==> src/sv/lobm_ram.sv <==
// Generic simple dual-port RAM with one write port and a registered read port.
`timescale 1ns / 1ps

module lobm_ram #(
   parameter int WIDTH = 8,
   parameter int DEPTH = 32,
   parameter int AW    = (DEPTH > 1) ? $clog2(DEPTH) : 1
) (
   input  logic             clock,
   input  logic             wr_en,
   input  logic [AW-1:0]    wr_addr,
   input  logic [WIDTH-1:0] wr_data,
   input  logic [AW-1:0]    rd_addr,
   output logic [WIDTH-1:0] rd_data
);

   logic [WIDTH-1:0] mem [DEPTH];
   logic [WIDTH-1:0] rd_data_ff;

   always_ff @(posedge clock) begin
      if (wr_en) begin
         mem[wr_addr] <= wr_data;
      end
      rd_data_ff <= mem[rd_addr];
   end

   assign rd_data = rd_data_ff;

endmodule

==> config.mk <==
export PLATFORM = sky130hd
export DESIGN_NAME = lobm_ram
export DESIGN_NICKNAME = d
export VERILOG_FILES = /design/src/sv/lobm_ram.sv
export SDC_FILE = /design/constraint.sdc
export NUM_CORES = 1
export LEC_CHECK = 0
export ABC_CLOCK_PERIOD_IN_PS = 5200
export BUFFER_PORTS_ARGS = -buffer_cell sky130_fd_sc_hd__clkbuf_2
export CORE_MARGIN = 1
export CORE_UTILIZATION = 50
export CTS_CLUSTER_DIAMETER = 80
export DETAILED_ROUTE_END_ITERATION = 10
export GPL_TIMING_DRIVEN = 0
export PLACE_DENSITY_LB_ADDON = 0.15
export REMOVE_ABC_BUFFERS = 1
export SLEW_MARGIN = 20
export SYNTH_ARGS = -nofsm -noshare
export SYNTH_HDL_FRONTEND = slang
export SYNTH_SLANG_ARGS = --single-unit
==> constraint.sdc <==
create_clock -name clock -period 5.2 [get_ports clock]
set_input_delay 0.26 -clock clock [delete_from_list [all_inputs] [get_ports clock]]
set_output_delay 0.26 -clock clock [all_outputs]
set_load 0.02 [all_outputs]
# ---- After elaboration in Yosys (flattened, before gate mapping)
# Memory sizes are Yosys's and may differ from the RTL's. A register that Yosys moved wholly into a read port is not among the register bits.
# Cells that the tools add are included.
dict set report totals {
  ff_bits 0
  ram_bits 256
  in_bits 20
  output_inout_bits 8
  word_cells 3
  mem_count 1
}
dict set report classes {
  mux 2
}
# name words width rd rd_clocked_by_memory_dff wr line_no
set memory_table {}
lappend memory_table {mem 32 8 1 1 1 17} ;# logic [WIDTH-1:0] mem [DEPTH];
# operator count
set ops {}
lappend ops {{$mux 1} 2}

# ---- Logic depth before layout (Yosys ltp)
dict set report depth {
  depth_word 2
  depth_mapped 5
  depth_no_buf 3
}

# ---- Least setup slack after synthesis
# OpenSTA, ideal clock, no wires.
dict set report synth_timing {
  path_kind {input port to flip-flop}
  startpoint {input port rd_addr[2]}
  endpoint {register rd_data_ff[0] (netlist: rd_data[0]), read port of mem}
  setup_time_ps 121
  arrival_time_ps 1942
  required_ps 5079
  path_slack_ps 3138
  cell_stages 5
  path_buffers 2
  cell_sequence {clkbuf_1 clkbuf_1 mux4_2 mux4_2 mux2_2}
}
# element line_no
set synth_rtl {}
lappend synth_rtl {{start: declaration} 13} ;# input logic [AW-1:0] rd_addr,
lappend synth_rtl {{end: declaration} 18} ;# logic [WIDTH-1:0] rd_data_ff;

==> run summary <==
Critical path type -> input port to flip-flop
Nets -> 474
Post-Syn Instances -> 417
Vias per cell -> 5.858
Htree depth -> 1
Clock Sinks -> 264
Final Setup Violations -> 0
Routed WL -> 18,940 um
Post-route clock period utilization -> 0.3883
# diodes -> 0
Most common cell after layout, fill and taps aside -> edfxtp_1
CP Cell Sequence -> clkbuf_8 > buf_16 > mux4_2 > mux4_2 > mux2_2
Reg-to-Reg Start -> mem[12][2]
Multi-input logic area -> 2100 um2
PortBufs -> 27
Endpoints failing hold -> 0
Setup repair bufs after CTS -> 0
Element type at the critical path start -> input port
Worst endpoint required time -> 5.59 ns
Reg area -> 7848 um2
Post-synthesis sequential area ratio -> 0.7806
Tot GR Track Use -> 0.1966
CTS tree -> built
DRC -> 0
RSZ-0062 raised after global routing -> false
Leakage -> 3.504 nW
Detailed placer's ending HPWL -> 11,390 um
Die area -> 20,680 um2
Minimum clock period -> 2.019 ns
DIE WIDTH -> 143.8 um
Cell row count -> 51
Combinational cell fraction of total power -> 0.052
Global-route wire length before repair -> 28,060 um
Switch share -> 0.2016
Crit path capture type -> flip-flop
R2R Setup Slk -> 3.35 ns
Gr ovfl total -> 0
Core area -> 19,590 um2
Final TNS setup -> 0 ns
Design Area, Final -> 11,290 um2
Filler Cells Inserted -> 1,434
ANT nets after route -> 0
Internal power -> 3.491 mW
Final Skew -> 0.01218 ns
Worst Path Max Fanout -> 36
Most numerous cell on the critical path -> mux4_2
Seq pwr share -> 0.543
Net Sw Power -> 0.8812 mW
Total number of vias -> 4,329
Max Buffers Root-to-Sink -> 3
Die Height -> 143.8 um
Worst hold path type -> input port to flip-flop
Max cap viols -> 0
Clock share of power -> 0.405
Hold Buf Count CTS -> 0
Max incr delay on CP -> 0.59 ns
WL per Instance -> 25.63 um
Max Slew Vio Count -> 0
I/O pins -> 28
Critical Path Slowest Stage Cell -> mux4_2
CTS Buf Count -> 26
TritonRoute pass-1 iters -> 5
Synth warnings -> 0
Status -> finished clean
Layout cells sized above 1 -> 0.3312
Pin count of the biggest net entering global routing -> 40
# resized after CTS -> 0
Max VDD drop -> 0.2865 mV
Mapped cell area -> 10,050 um2
GPL Wtd Cong -> 0.7399
Synth unique cells -> 15
Max frequency -> 495.2 MHz
Layout overhead on the synthesized area -> 12.35%
Rel. slew slack -> 0.4176
Slew @ Worst Pin -> 0.8704 ns
Root buf cell -> clkbuf_16
Initial antenna violation count -> 0
Vias in the first global route -> 4,489
Synth Area per Inst -> 24.11 um2
PD cells -> 387.1 nW/um2
Effective utilization at floorplan -> 0.5132
Post-DP Area -> 10,480 um2
Hold_sp -> rd_addr[3]
Initial drt markers -> 451
Flops & latches, synth -> 264
Most frequent cells in the layout -> edfxtp_1 (256), mux4_2 (80), nor2_1 (33)
Crit path launch -> rd_addr[0]
Clk Latency, worst-skew pair -> 0.52 ns
Crit path DAT -> 2.41 ns
Clock-pin slew on the worst setup and hold paths -> 0.06 ns
## layer usage
| metal | GRT usage | routed length (um) | share of wire |
|---|---|---|---|
| met5 | 0 | 0 | 0 |
| met2 | 0.2954 | 8761 | 0.46 |
| met4 | 0.04591 | 296 | 0.016 |
| met3 | 0.03266 | 1126 | 0.059 |
| met1 | 0.3039 | 8757 | 0.46 |
## worst max-delay path, delay by kind of cell
kind,cells,cell delay (ns)
muxes,3,1.43
buffers and inverters,2,0.66
## flip-flops by register name, indices dropped and copies added (netlist names)
| signal | cells |
|---|---|
| rd_data | 8 |
| mem | 256 |
## final timing paths
| check | to | depth (start not counted) |
|---|---|---|
| max reg2reg | rd_data[2] | 3 |
| min reg2reg | rd_data[3] | 3 |
| max | rd_data[2] | 5 |
| min | rd_data[3] | 2 |
## through the flow
| stage | setup WS (ns) | total power [mW] | hold slack [ns] | utilization | cells |
|---|---|---|---|---|---|
| finish | 3.181 | 4.372 | 0.1686 | 0.5765 | 739 |
| detailed placement | 2.603 | 2.652 | 0.6755 | 0.5350 | 691 |
| global route | 3.075 | 4.507 | 0.1858 | 0.5765 | 739 |
| floorplan | 3.587 | 2.526 | 0.3589 | - | 397 |
| global placement | 1.195 | 2.643 | 0.6741 | 0.5316 | 689 |
| CTS | 3.138 | 4.412 | 0.1472 | 0.5765 | 739 |
## cells by family after synthesis
family | share of synthesized area
buf+inv | 0.01058
flops | 0.7806
mux | 0.1882
simple gates | 0.02066
## power by group through the flow
stage / registers (mW) / logic [mW] / clock network (mW)
5_1_grt: 2.38 / 0.245 / 1.89
3_3_place_gp: 2.42 / 0.227 / 0
6_report: 2.37 / 0.229 / 1.77
3_5_place_dp: 2.42 / 0.232 / 0
2_1_floorplan: 2.43 / 0.0983 / 0
4_1_cts: 2.37 / 0.233 / 1.80
## area by class of cell
cell class | instances | area share
clock buffers | 36 | 0.06458
repair buffers | 29 | 0.01784
flip-flops and latches | 264 | 0.6948
multi-input cells | 133 | 0.1859
well taps | 265 | 0.02936
clock inverters | 12 | 0.007533
## synth_stat cells (all sizes together)
| cell type | n | area (um2) |
|---|---|---|
| buf | 14 | 83.82 |
| clkbuf | 6 | 22.52 |
| dfxtp | 8 | 160.2 |
| edfxtp | 256 | 7687 |
| mux2 | 8 | 90.09 |
| mux4 | 80 | 1802 |
| nand2 | 1 | 3.750 |
| nand3 | 2 | 10.01 |
| nand3b | 5 | 37.54 |
| nor2 | 33 | 123.9 |
| or3 | 1 | 6.260 |
| or3b | 3 | 26.28 |
(Power assumes the default switching activity.)
